### config.mk
export PLATFORM = sky130hd
export DESIGN_NAME = rational_arithmetic_unit_core_flat
export DESIGN_NICKNAME = d
export VERILOG_FILES = /design/src/rtl/rau_pkg.sv /design/src/rtl/rau_in_if.sv /design/src/rtl/rau_out_if.sv /design/src/rtl/rau_alu.sv /design/src/rtl/rau_mul.sv /design/src/rtl/rational_arithmetic_unit_core.sv /design/src/flat_wrapper.sv
export VERILOG_INCLUDE_DIRS = /design/src /design/src/rtl
export SDC_FILE = /design/constraint.sdc
export NUM_CORES = 2
export LEC_CHECK = 0
export BUFFER_PORTS_ARGS = -buffer_cell sky130_fd_sc_hd__buf_2
export CELL_PAD_IN_SITES_DETAIL_PLACEMENT = 0
export CELL_PAD_IN_SITES_GLOBAL_PLACEMENT = 1
export CORE_ASPECT_RATIO = 1.5
export CORE_MARGIN = 4
export CORE_UTILIZATION = 50
export DETAILED_ROUTE_END_ITERATION = 6
export PLACE_DENSITY = 0.91
export SLEW_MARGIN = 20
export SYNTH_ARGS = -nofsm -noshare
export SYNTH_HDL_FRONTEND = slang
export SYNTH_SLANG_ARGS = --single-unit
### constraint.sdc
create_clock -name clk -period 11.3 [get_ports clk]
set_clock_uncertainty 0.1 [all_clocks]
set_input_delay 3.39 -clock clk [delete_from_list [all_inputs] [get_ports clk]]
set_output_delay 3.39 -clock clk [all_outputs]
set_load 0.05 [all_outputs]
### src/rtl/rational_arithmetic_unit_core_defines.svh
// ----------------------------------------------------------------------------
// Rational arithmetic unit: assertion macros
// Concurrent check wrappers, compiled out when ASSERT_OFF is set.
// ----------------------------------------------------------------------------
`ifndef RATIONAL_ARITHMETIC_UNIT_CORE_DEFINES_SVH
`define RATIONAL_ARITHMETIC_UNIT_CORE_DEFINES_SVH

`ifndef ASSERT_OFF

`define RAU_ASSERT(lbl, clk, rst_n, prop) \
	lbl: assert property (@(posedge clk) disable iff (!rst_n) (prop)) \
		else $error("%m: check failed");

`define RAU_ASSERT_IMPL(lbl, clk, rst_n, ante, cons) \
	lbl: assert property (@(posedge clk) disable iff (!rst_n) (ante) |-> (cons)) \
		else $error("%m: implication failed");

`else

`define RAU_ASSERT(lbl, clk, rst_n, prop)

`define RAU_ASSERT_IMPL(lbl, clk, rst_n, ante, cons)

`endif

`endif

### src/rtl/rau_pkg.sv
`timescale 1ns / 1ps
// ----------------------------------------------------------------------------
// Rational arithmetic unit package
// Shared widths, action codes and ALU operation codes.
// ----------------------------------------------------------------------------
package rau_pkg;

	localparam int OPERAND_BITS_DEF = 16;
	localparam int NUM_OUT_BITS     = 33;
	localparam int DEN_OUT_BITS     = 32;

	typedef enum logic [1:0] {
		ACT_ADD = 2'd0,
		ACT_SUB = 2'd1,
		ACT_MUL = 2'd2,
		ACT_DIV = 2'd3
	} action_t;

	typedef enum logic {
		ALU_ADD = 1'b0,
		ALU_SUB = 1'b1
	} alu_op_t;

endpackage

### src/rtl/rau_in_if.sv
`timescale 1ns / 1ps
// ----------------------------------------------------------------------------
// Rational arithmetic unit request channel
// Valid/ready channel carrying the action and the two operand fractions.
// ----------------------------------------------------------------------------
interface rau_in_if #(
	parameter int OPERAND_BITS = rau_pkg::OPERAND_BITS_DEF
);
	logic                           valid;
	logic                           ready;
	logic [1:0]                     action;
	logic signed [OPERAND_BITS-1:0] a_numerator;
	logic signed [OPERAND_BITS-1:0] a_denominator;
	logic signed [OPERAND_BITS-1:0] b_numerator;
	logic signed [OPERAND_BITS-1:0] b_denominator;

	modport source (
		output valid, action, a_numerator, a_denominator, b_numerator, b_denominator,
		input  ready
	);

	modport sink (
		input  valid, action, a_numerator, a_denominator, b_numerator, b_denominator,
		output ready
	);
endinterface

### src/rtl/rau_out_if.sv
`timescale 1ns / 1ps
// ----------------------------------------------------------------------------
// Rational arithmetic unit response channel
// Valid/ready channel carrying the reduced fraction and its status.
// ----------------------------------------------------------------------------
interface rau_out_if;
	logic                                    valid;
	logic                                    ready;
	logic signed [rau_pkg::NUM_OUT_BITS-1:0] result_numerator;
	logic [rau_pkg::DEN_OUT_BITS-1:0]        result_denominator;
	logic                                    status;

	modport source (
		output valid, result_numerator, result_denominator, status,
		input  ready
	);

	modport sink (
		input  valid, result_numerator, result_denominator, status,
		output ready
	);
endinterface

### src/rtl/rau_alu.sv
`timescale 1ns / 1ps
// ----------------------------------------------------------------------------
// Rational arithmetic unit shared adder
// Single add/subtract unit used for sums, negation, compare and division.
// ----------------------------------------------------------------------------
module rau_alu #(
	parameter int WIDTH = 2 * rau_pkg::OPERAND_BITS_DEF + 1
) (
	input  rau_pkg::alu_op_t   op,
	input  logic [WIDTH-1:0]   a,
	input  logic [WIDTH-1:0]   b,
	output logic [WIDTH-1:0]   res
);

	always_comb begin
		unique case (op)
			rau_pkg::ALU_ADD: res = a + b;
			rau_pkg::ALU_SUB: res = a - b;
			default:          res = a - b;
		endcase
	end

endmodule

### src/rtl/rau_mul.sv
`timescale 1ns / 1ps
// ----------------------------------------------------------------------------
// Rational arithmetic unit multiplier
// Signed operand multiplier with a registered product.
// ----------------------------------------------------------------------------
module rau_mul #(
	parameter int OPERAND_BITS = rau_pkg::OPERAND_BITS_DEF
) (
	input  logic                             clk,
	input  logic signed [OPERAND_BITS-1:0]   a,
	input  logic signed [OPERAND_BITS-1:0]   b,
	output logic signed [2*OPERAND_BITS-1:0] p_s1
);

	always_ff @(posedge clk) begin
		p_s1 <= a * b;
	end

endmodule

### src/rtl/rational_arithmetic_unit_core.sv
`timescale 1ns / 1ps
// ----------------------------------------------------------------------------
// Rational arithmetic unit core
// Adds, subtracts, multiplies or divides two signed fractions and returns the
// result reduced to lowest terms with a positive denominator.
//
// req carries the action and a = a_numerator / a_denominator, b likewise; rsp
// returns result_numerator / result_denominator and status (1 on a zero
// denominator or an out-of-range result, with both result fields zero).
// One request is in work at a time: req.ready is high only while idle.
// Sequence: multiplier states MUL0 to MUL3, setup states CHK, MAGN and MAGD,
// a binary GCD on the shared adder, GSHL to restore the common factors of
// two, restoring divisions of numerator and denominator by the GCD (DIVN,
// DIVD) and the output state FIN. Error and zero results go from CHK straight
// to FIN. The shared adder sets the pace.
// The finished result sits in an output register; the next request is taken
// while it waits, and the core stalls in its last step if rsp is still full.
// Reset clears the sequencer and drops any pending result.
// ----------------------------------------------------------------------------
`include "rational_arithmetic_unit_core_defines.svh"

module rational_arithmetic_unit_core #(
	parameter int OPERAND_BITS = rau_pkg::OPERAND_BITS_DEF
) (
	input  logic      clk,
	input  logic      arst_n,
	rau_in_if.sink    req,
	rau_out_if.source rsp
);

	localparam int OB  = OPERAND_BITS;
	localparam int PW  = 2 * OB;
	localparam int MW  = 2 * OB;
	localparam int AW  = MW + 1;
	localparam int CNW = $clog2(MW + 1);
	localparam int NOB = rau_pkg::NUM_OUT_BITS;
	localparam int DOB = rau_pkg::DEN_OUT_BITS;
	localparam int XW  = (MW > NOB) ? MW + 1 : NOB + 1;

	localparam logic [XW-1:0] DEN_LIM = {{(XW-DOB){1'b0}}, {DOB{1'b1}}};
	localparam logic [XW-1:0] POS_LIM = {{(XW-NOB+1){1'b0}}, {(NOB-1){1'b1}}};
	localparam logic [XW-1:0] NEG_LIM = POS_LIM + XW'(1);

	typedef enum logic [3:0] {
		ST_IDLE,
		ST_MUL0,
		ST_MUL1,
		ST_MUL2,
		ST_MUL3,
		ST_CHK,
		ST_MAGN,
		ST_MAGD,
		ST_GCD,
		ST_GSHL,
		ST_DIVN,
		ST_DIVD,
		ST_FIN
	} state_t;

	state_t                  st_q;
	rau_pkg::action_t        act_q;
	logic signed [OB-1:0]    an_q, ad_q, bn_q, bd_q;
	logic signed [AW-1:0]    num_q, den_q;
	logic [MW-1:0]           nmag_q, dmag_q, x_q, y_q, g_q, rem_q, q_q, qn_q;
	logic [CNW-1:0]          cnt_q;
	logic                    neg_q, err_q, zero_q;
	logic                    out_valid_q, out_status_q;
	logic signed [NOB-1:0]   out_num_q;
	logic [DOB-1:0]          out_den_q;

	logic signed [OB-1:0]    mul_a, mul_b;
	logic signed [PW-1:0]    prod_s1;
	logic signed [AW-1:0]    prod_ext;
	rau_pkg::alu_op_t        alu_op;
	logic [AW-1:0]           alu_a, alu_b, alu_res;
	logic                    div_ge;
	logic [MW-1:0]           rem_nxt, q_nxt, mag_nxt;
	logic                    out_free;
	logic [XW-1:0]           ext_n, ext_d;
	logic                    over;
	logic [NOB-1:0]          fin_mag;
	logic signed [NOB-1:0]   fin_num;

	rau_mul #(
		.OPERAND_BITS(OB)
	) u_mul (
		.clk  (clk),
		.a    (mul_a),
		.b    (mul_b),
		.p_s1 (prod_s1)
	);

	rau_alu #(
		.WIDTH(AW)
	) u_alu (
		.op  (alu_op),
		.a   (alu_a),
		.b   (alu_b),
		.res (alu_res)
	);

	assign prod_ext = {prod_s1[PW-1], prod_s1};

	always_comb begin
		mul_a = an_q;
		mul_b = bd_q;
		unique case (st_q)
			ST_MUL0: begin
				mul_a = an_q;
				mul_b = (act_q == rau_pkg::ACT_MUL) ? bn_q : bd_q;
			end
			ST_MUL1: begin
				mul_a = ad_q;
				mul_b = (act_q == rau_pkg::ACT_DIV) ? bn_q : bd_q;
			end
			ST_MUL2: begin
				mul_a = bn_q;
				mul_b = ad_q;
			end
			default: begin
				mul_a = an_q;
				mul_b = bd_q;
			end
		endcase
	end

	always_comb begin
		alu_op = rau_pkg::ALU_SUB;
		alu_a  = '0;
		alu_b  = '0;
		unique case (st_q)
			ST_MUL3: begin
				alu_op = (act_q == rau_pkg::ACT_SUB) ? rau_pkg::ALU_SUB : rau_pkg::ALU_ADD;
				alu_a  = num_q;
				alu_b  = prod_ext;
			end
			ST_MAGN: begin
				alu_b = num_q;
			end
			ST_MAGD: begin
				alu_b = den_q;
			end
			ST_GCD: begin
				alu_a = {1'b0, x_q};
				alu_b = {1'b0, y_q};
			end
			ST_DIVN, ST_DIVD: begin
				alu_a = {rem_q, q_q[MW-1]};
				alu_b = {1'b0, g_q};
			end
			default: begin
				alu_a = '0;
				alu_b = '0;
			end
		endcase
	end

	assign div_ge  = !alu_res[AW-1];
	assign rem_nxt = div_ge ? alu_res[MW-1:0] : {rem_q[MW-2:0], q_q[MW-1]};
	assign q_nxt   = {q_q[MW-2:0], div_ge};
	assign mag_nxt = alu_res[MW-1:0];

	assign ext_n   = XW'(qn_q);
	assign ext_d   = XW'(q_q);
	assign over    = (ext_d > DEN_LIM) || (neg_q ? (ext_n > NEG_LIM) : (ext_n > POS_LIM));
	assign fin_mag = ext_n[NOB-1:0];
	assign fin_num = neg_q ? NOB'(NOB'(0) - fin_mag) : fin_mag;

	assign out_free = !out_valid_q || rsp.ready;

	always_ff @(posedge clk or negedge arst_n) begin
		if (!arst_n) begin
			st_q         <= ST_IDLE;
			act_q        <= rau_pkg::ACT_ADD;
			an_q         <= '0;
			ad_q         <= '0;
			bn_q         <= '0;
			bd_q         <= '0;
			num_q        <= '0;
			den_q        <= '0;
			nmag_q       <= '0;
			dmag_q       <= '0;
			x_q          <= '0;
			y_q          <= '0;
			g_q          <= '0;
			rem_q        <= '0;
			q_q          <= '0;
			qn_q         <= '0;
			cnt_q        <= '0;
			neg_q        <= 1'b0;
			err_q        <= 1'b0;
			zero_q       <= 1'b0;
			out_valid_q  <= 1'b0;
			out_status_q <= 1'b0;
			out_num_q    <= '0;
			out_den_q    <= '0;
		end else begin
			if (out_valid_q && rsp.ready && st_q != ST_FIN) begin
				out_valid_q <= 1'b0;
			end
			unique case (st_q)
				ST_IDLE: begin
					if (req.valid) begin
						act_q  <= rau_pkg::action_t'(req.action);
						an_q   <= req.a_numerator;
						ad_q   <= req.a_denominator;
						bn_q   <= req.b_numerator;
						bd_q   <= req.b_denominator;
						err_q  <= 1'b0;
						zero_q <= 1'b0;
						st_q   <= ST_MUL0;
					end
				end
				ST_MUL0: begin
					st_q <= ST_MUL1;
				end
				ST_MUL1: begin
					num_q <= prod_ext;
					st_q  <= ST_MUL2;
				end
				ST_MUL2: begin
					den_q <= prod_ext;
					st_q  <= ST_MUL3;
				end
				ST_MUL3: begin
					if (act_q == rau_pkg::ACT_ADD || act_q == rau_pkg::ACT_SUB) begin
						num_q <= alu_res;
					end
					st_q <= ST_CHK;
				end
				ST_CHK: begin
					priority if (den_q == '0) begin
						err_q <= 1'b1;
						st_q  <= ST_FIN;
					end else if (num_q == '0) begin
						zero_q <= 1'b1;
						st_q   <= ST_FIN;
					end else begin
						neg_q <= num_q[AW-1] ^ den_q[AW-1];
						st_q  <= ST_MAGN;
					end
				end
				ST_MAGN: begin
					nmag_q <= num_q[AW-1] ? mag_nxt : num_q[MW-1:0];
					x_q    <= num_q[AW-1] ? mag_nxt : num_q[MW-1:0];
					st_q   <= ST_MAGD;
				end
				ST_MAGD: begin
					dmag_q <= den_q[AW-1] ? mag_nxt : den_q[MW-1:0];
					y_q    <= den_q[AW-1] ? mag_nxt : den_q[MW-1:0];
					cnt_q  <= '0;
					st_q   <= ST_GCD;
				end
				ST_GCD: begin
					priority if (x_q == '0) begin
						g_q  <= y_q;
						st_q <= ST_GSHL;
					end else if (y_q == '0) begin
						g_q  <= x_q;
						st_q <= ST_GSHL;
					end else if (!x_q[0] && !y_q[0]) begin
						x_q   <= x_q >> 1;
						y_q   <= y_q >> 1;
						cnt_q <= cnt_q + CNW'(1);
					end else if (!x_q[0]) begin
						x_q <= x_q >> 1;
					end else if (!y_q[0]) begin
						y_q <= y_q >> 1;
					end else if (alu_res[AW-1]) begin
						x_q <= y_q;
						y_q <= x_q;
					end else begin
						x_q <= alu_res[MW-1:0];
					end
				end
				ST_GSHL: begin
					if (cnt_q == '0) begin
						rem_q <= '0;
						q_q   <= nmag_q;
						cnt_q <= CNW'(MW);
						st_q  <= ST_DIVN;
					end else begin
						g_q   <= g_q << 1;
						cnt_q <= cnt_q - CNW'(1);
					end
				end
				ST_DIVN: begin
					if (cnt_q == CNW'(1)) begin
						qn_q  <= q_nxt;
						rem_q <= '0;
						q_q   <= dmag_q;
						cnt_q <= CNW'(MW);
						st_q  <= ST_DIVD;
					end else begin
						rem_q <= rem_nxt;
						q_q   <= q_nxt;
						cnt_q <= cnt_q - CNW'(1);
					end
				end
				ST_DIVD: begin
					rem_q <= rem_nxt;
					q_q   <= q_nxt;
					cnt_q <= cnt_q - CNW'(1);
					if (cnt_q == CNW'(1)) begin
						st_q <= ST_FIN;
					end
				end
				ST_FIN: begin
					if (out_free) begin
						out_valid_q <= 1'b1;
						priority if (err_q || (!zero_q && over)) begin
							out_num_q    <= '0;
							out_den_q    <= '0;
							out_status_q <= 1'b1;
						end else if (zero_q) begin
							out_num_q    <= '0;
							out_den_q    <= DOB'(1);
							out_status_q <= 1'b0;
						end else begin
							out_num_q    <= fin_num;
							out_den_q    <= ext_d[DOB-1:0];
							out_status_q <= 1'b0;
						end
						st_q <= ST_IDLE;
					end
				end
				default: begin
					st_q <= ST_IDLE;
				end
			endcase
		end
	end

	assign req.ready              = (st_q == ST_IDLE);
	assign rsp.valid              = out_valid_q;
	assign rsp.result_numerator   = out_num_q;
	assign rsp.result_denominator = out_den_q;
	assign rsp.status             = out_status_q;

	`RAU_ASSERT_IMPL(a_err_fields_zero, clk, arst_n, rsp.valid && rsp.status,
		rsp.result_numerator == '0 && rsp.result_denominator == '0)
	`RAU_ASSERT_IMPL(a_zero_num_unit_den, clk, arst_n,
		rsp.valid && !rsp.status && rsp.result_numerator == '0, rsp.result_denominator == DOB'(1))
	`RAU_ASSERT_IMPL(a_ok_den_nonzero, clk, arst_n, rsp.valid && !rsp.status,
		rsp.result_denominator != '0)
	`RAU_ASSERT_IMPL(a_gcd_operand_live, clk, arst_n, st_q == ST_GCD, x_q != '0 || y_q != '0)
	`RAU_ASSERT_IMPL(a_div_exact, clk, arst_n,
		(st_q == ST_DIVN || st_q == ST_DIVD) && cnt_q == CNW'(1), rem_nxt == '0)

endmodule
### src/flat_wrapper.sv
// flat-port wrapper written by rule: the top's interface ports become plain ports
module rational_arithmetic_unit_core_flat 
#(
	parameter int OPERAND_BITS = rau_pkg::OPERAND_BITS_DEF
)
  (clk, arst_n, req_valid, req_action, req_a_numerator, req_a_denominator, req_b_numerator, req_b_denominator, req_ready, rsp_valid, rsp_result_numerator, rsp_result_denominator, rsp_status, rsp_ready);
  rau_in_if #(.OPERAND_BITS(OPERAND_BITS)) req_i ();
  rau_out_if rsp_i ();
  input  logic clk;
  input  logic arst_n;
  input wire logic [$bits(req_i.valid)-1:0] req_valid;
  input wire logic [$bits(req_i.action)-1:0] req_action;
  input wire logic [$bits(req_i.a_numerator)-1:0] req_a_numerator;
  input wire logic [$bits(req_i.a_denominator)-1:0] req_a_denominator;
  input wire logic [$bits(req_i.b_numerator)-1:0] req_b_numerator;
  input wire logic [$bits(req_i.b_denominator)-1:0] req_b_denominator;
  output wire logic [$bits(req_i.ready)-1:0] req_ready;
  output wire logic [$bits(rsp_i.valid)-1:0] rsp_valid;
  output wire logic [$bits(rsp_i.result_numerator)-1:0] rsp_result_numerator;
  output wire logic [$bits(rsp_i.result_denominator)-1:0] rsp_result_denominator;
  output wire logic [$bits(rsp_i.status)-1:0] rsp_status;
  input wire logic [$bits(rsp_i.ready)-1:0] rsp_ready;
  assign req_i.valid = req_valid;
  assign req_i.action = req_action;
  assign req_i.a_numerator = req_a_numerator;
  assign req_i.a_denominator = req_a_denominator;
  assign req_i.b_numerator = req_b_numerator;
  assign req_i.b_denominator = req_b_denominator;
  assign req_ready = req_i.ready;
  assign rsp_valid = rsp_i.valid;
  assign rsp_result_numerator = rsp_i.result_numerator;
  assign rsp_result_denominator = rsp_i.result_denominator;
  assign rsp_status = rsp_i.status;
  assign rsp_i.ready = rsp_ready;
  rational_arithmetic_unit_core #(.OPERAND_BITS(OPERAND_BITS)) u_core (.clk(clk), .arst_n(arst_n), .req(req_i), .rsp(rsp_i));
endmodule
# Word level (Yosys, flattened, before mapping)
# Cells that the tools add are included.
# Widths: inputs -> output; s select.
# word_totals
ff_bits	499
out_inout_bits	68
# classes
addsub	5
multipliers	1
magnitude_cmp	3
n_eq_ne	34
mux	70
bitwise_logic	4
reduce_logical	43
# ops
op	n
$mux 32	24
$pmux 32 s2	3
$pmux 32 s3	2
$pmux 33 s5	1
$mux 33	4
$pmux 33 s2	2
$pmux 33 s3	1
$logic_not 33->1	2
$gt 32x32->1 const B	2
$logic_not 32->1	2
$pmux 4 s13	1
$pmux 16 s3	1
$mux 4	9
$add 33x33->33	1
$gt 32x33->1 const B	1
$sub 1x32->33 const A	1
$sub 33x33->33	1
$mul 16x16->32	1
$mux 16	2
$pmux 16 s2	1
$mux 6	5
$pmux 6 s5	1
$eq 4x4->1 const B	5
$eq 4x3->1 const B	4
30 further kinds	83

# Longest topological paths before layout
# depth
ltp_word	12
depth_mapped	36
depth_no_buf	29

# By module
# Synthesis repeated with hierarchy kept, for this count alone.
# hier_totals
cells_unflattened	3896
area_unflattened_um2	37130.6
# by_module_without_submodules
module	n_inst	cells_per_inst	area_per_inst_um2	seq_area_each_um2
rational_arithmetic_unit_core	1	2435	24200.7	11686.2
rau_mul	1	1101	10446.3	640.6
rau_alu	1	360	2483.6	0.0

# Least setup slack after synthesis
# No wires, ideal clock.
# synth_timing
path_kind	flip-flop to flip-flop
startpoint	register u_core.st_q[0]
endpoint	register u_core.u_mul.p_s1[30]
setup_time_ns	0.072
arrival_time_ns	8.324
required_time_ns	11.128
setup_slack_ns	2.804
stages_incl_launch_ff	29
path_buffers	7
period_less_slack_ns	8.496
path_cell_list	dfrtp_1 -> buf_2 -> buf_2 -> buf_2 -> buf_2 -> buf_1 -> buf_2 -> clkbuf_1 -> mux2i_1 -> a21oi_1 -> nand2_1 -> fa_1 -> fa_1 -> fa_1 -> fa_1 -> inv_1 -> fa_1 -> inv_1 -> fa_1 -> inv_1 -> ha_1 -> a211oi_1 -> nand3_1 -> o22a_1 -> a221o_1 -> a311oi_1 -> o41ai_1 -> o41ai_1 -> xnor2_1
# synth_between
elab_chain_len	3
elab_cells_between_ends	6
cone_classes	mul: 1; eq/ne: 3; mux: 2
# synth_rtl
element	line	rtl
start: declaration	rational_arithmetic_unit_core.sv:60	state_t st_q;
start signal: assignment	rational_arithmetic_unit_core.sv:173	st_q <= ST_IDLE;
start signal: assignment	rational_arithmetic_unit_core.sv:211	st_q <= ST_MUL0;
start signal: assignment	rational_arithmetic_unit_core.sv:215	st_q <= ST_MUL1;
$eq 4x2->1 / $eq 4x1->1 (equally long branches)	rational_arithmetic_unit_core.sv:107	unique case (st_q)
$pmux 16 s3 / $pmux 16 s2 (equally long branches)	rational_arithmetic_unit_core.sv:107	
$mul 16x16->32 *	rau_mul.sv:16	p_s1 <= a * b;
end signal: assignment	rau_mul.sv:16	
end: declaration	rau_mul.sv:12	output logic signed [2*OPERAND_BITS-1:0] p_s1
# Every way passes the cells marked *; elsewhere a longest branch is shown, timed or not.
# A chain may end at the register's enable or synchronous reset.

# Final worst setup path
# layout_timing
startpoint	register u_core.st_q[1]
endpoint	register u_core.u_mul.p_s1[30]
# Same word-level chain as after synthesis.

==> results.sh <==
export IMPL_antenna_left=0
export IMPL_hold_violations=0
export IMPL_tritoncts="yes"
export IMPL_fmax_ghz=0.109
export IMPL_drtIter0Drc=2924
export IMPL_yosysWarnings=0
export IMPL_synth_area_sq_um=37100
export IMPL_met2WireLength_mm=58.8
export IMPL_slew_violations=0
export IMPL_reg2reg_to="u_core.u_mul.p_s1[30]"
export IMPL_crit_start="u_core.st_q[1]"
export IMPL_post_cts_setup_buffers=0
export IMPL_antenna_found_initial=0
export IMPL_rrSetupSlack_ns=2.15
export IMPL_clk_pin_slew_ns=0.06
export IMPL_ctsRootBufferMaster="clkbuf_16"
export IMPL_yosys_most_used_dff="dfrtp_1"
export IMPL_antenna_cells=0
export IMPL_r2r_start="u_core.st_q[1]"
export IMPL_wl_met3_mm=8.85
export IMPL_io_buffers=137
export IMPL_rows=122
export IMPL_synth_edf_count=0
export IMPL_cts_resized=0
export IMPL_fin_setup_tns_ns=0
export IMPL_clk_path_buf_depth=3
export IMPL_start_util_pct=50.3
export IMPL_dr_total_vias=31500
export IMPL_cap_violations=0
export IMPL_cts_buffers=49
export IMPL_critPathKind="reg -> reg"
export IMPL_yosysTopAreaCell="dfrtp_1"
export IMPL_wl_mm=121
export IMPL_grt_max_degree=152
export IMPL_hold_class="reg -> reg"
export IMPL_die_area_sq_um=78700
export IMPL_h_tree_depth=2
export IMPL_synth_avg_cell_area_sq_um=9.21
export IMPL_ys_seq_elements=499
export IMPL_rsz0062_at_grt="false"
export IMPL_post_route_period_util_pct=81.0
export IMPL_clock_latency_ns=0.64
export IMPL_period_minus_slack_ns=9.15
export IMPL_drc_errors=0
export IMPL_cp_end_kind="flip-flop"
export IMPL_synth_top_area_share_pct=31.5
export IMPL_viasPerCell=6.24
export IMPL_crit_required_ns=11.74
export IMPL_instances_no_fill=5050
export IMPL_dieHeight_microns=342
export IMPL_rr_worst_depth=23
export IMPL_fillers=6659
export IMPL_nets=4472
export IMPL_dp_hpwl_mm=88.2
export IMPL_grt_pass1_vias=31800
export IMPL_cts_hold_buf=0
export IMPL_drive_gt1_share_pct=12.3
export IMPL_m1WireLength_mm=42.6
export IMPL_run_status="completed"
export IMPL_grt_overflow=0
export IMPL_grt_util_all_layers_pct=30.6
export IMPL_top_layer="met4"
export IMPL_max_slew_margin_pct=24.0
export IMPL_synth_top_cells_by_count="521 x nand2_1, 467 x dfrtp_1, 312 x nor2_1"
export IMPL_async_reset_ff_share_pct=93.6
export IMPL_cp_data_arrival_time_ns=9.59
export IMPL_io_pins=138
export IMPL_die_width_microns=230
export IMPL_synth_nets=4481
export IMPL_crit_path_max_fanout=47
export IMPL_gp_congestion=1.02
export IMPL_areaGrowthSynthToFinish_pct=8.84
export IMPL_setup_violations=0
export IMPL_worst_pin_slew_ns=1.13
export IMPL_syn_inst=4029
export IMPL_fp_coreArea_sq_um=73700
export IMPL_cts_sinks=499
export IMPL_dp_cells=4961
export IMPL_start_kind="flip-flop"
export IMPL_synthMostInstantiatedCell="nand2_1"
export IMPL_ys_types=88
export IMPL_wl_per_cell_microns=23.9
export IMPL_seq_area_frac_synth_pct=33.2
export IMPL_synth_area_leaders="dfrtp_1 31%, fa_1 14%, nand2_1 5.3%"
export IMPL_first_pass_iters=7
export IMPL_grt_pass1_wl_mm=187
export IMPL_cp_endpoint="u_core.u_mul.p_s1[30]"
==> logic make-up (layout without fill, tap and decap cells) <==
group / count (synthesis) / count (layout) / share of synthesized area, %
AO/OA/AOI/OAI: 930 / 930 / 16.4
flip-flops: 499 / 499 / 33.2
AND/OR/NAND/NOR: 1247 / 1247 / 15.1
adder cells (fa/ha/maj): 382 / 382 / 18.2
XOR/XNOR: 127 / 127 / 3.04
buffers and inverters: 568 / 597 / 5.98
multiplexers: 276 / 276 / 8.02
==> stage by stage <==
step	cell area (sq um)	setup slack [ns]	hold slack (ns)	utilization [%]
final	40400	2.15	0.372	54.8
after global routing	40400	1.60	0.400	54.8
after CTS	40400	2.16	0.380	54.8
after detailed placement	38700	2.22	0.364	52.4
after global placement	38700	2.32	0.354	52.4
after floorplan	37100	2.80	0.341	-
==> worst min path at each step <==
stage,startpoint,endpoint,slack [ns],cells after the start
finish,u_core.rsp.result_numerator[32],u_core.rsp.result_numerator[32],0.37,2
global route,u_core.nmag_q[28],u_core.nmag_q[28],0.40,2
CTS,u_core.dmag_q[0],u_core.dmag_q[0],0.38,2
detailed placement,u_core.dmag_q[0],u_core.dmag_q[0],0.36,2
global placement,u_core.dmag_q[0],u_core.dmag_q[0],0.35,2
floorplan,u_core.dmag_q[0],u_core.dmag_q[0],0.34,2
==> registers in the layout (all words and copies together), names as in the netlist, 32 cells and up <==
| signal | count |
|---|---|
| u_core.g_q | 32 |
| u_core.rsp.result_denominator | 32 |
| u_core.nmag_q | 32 |
| u_core.num_q | 33 |
| u_core.den_q | 32 |
| u_core.q_q | 32 |
| u_core.u_mul.p_s1 | 32 |
| u_core.rem_q | 32 |
| u_core.y_q | 32 |
| u_core.dmag_q | 32 |
| u_core.qn_q | 32 |
| u_core.rsp.result_numerator | 33 |
| u_core.x_q | 32 |
==> layout make-up <==
class	instances	area [sq um]	share of cell area, %
inverter	313	1170	2.91
sequential	499	12300	30.5
multi-input combinational	2962	22700	56.3
timing repair buffer	195	1170	2.89
clock inverter	27	355	0.880
clock buffer	62	1380	3.41
tap	992	1240	3.07
==> layout by cell type, fill, tap and decap left out, types with 86 or more instances in the layout <==
| cell type | count |
|---|---|
| a22o_1 | 86 |
| ha_1 | 119 |
| nand2_1 | 517 |
| a21oi_1 | 209 |
| nand3_1 | 181 |
| xnor2_1 | 93 |
| buf_2 | 136 |
| nor2_1 | 306 |
| mux2_2 | 169 |
| o21ai_0 | 225 |
| inv_1 | 311 |
| mux2i_1 | 107 |
| fa_1 | 263 |
| dfrtp_1 | 461 |
==> worst max-delay path, stage by stage (launching register included) <==
cell	delay, ns
dfrtp_2	0.71
clkinv_1	0.35
nor2_4	0.88
nor2_1	0.15
a21oi_1	0.69
nand2_1	0.18
fa_1	0.53
fa_1	0.58
fa_1	0.45
fa_1	0.55
inv_1	0.05
fa_1	0.47
inv_1	0.05
fa_1	0.47
inv_1	0.04
ha_1	0.34
a211oi_1	0.26
nand3_1	0.11
o22a_1	0.27
a221o_1	0.44
a311oi_1	0.66
o41ai_1	0.21
o41ai_1	0.35
xnor2_1	0.16
==> metal layers <==
metal | track usage, % | vias up
li1 | - | 13900
met2 | 52.3 | 1616
met5 | 0 | -
met1 | 34.8 | 15500
met4 | 21.5 | 0
met3 | 4.87 | 528
Power is not shown: default switching activity piles up to over one toggle a cycle in this logic, so the estimate is an artifact.
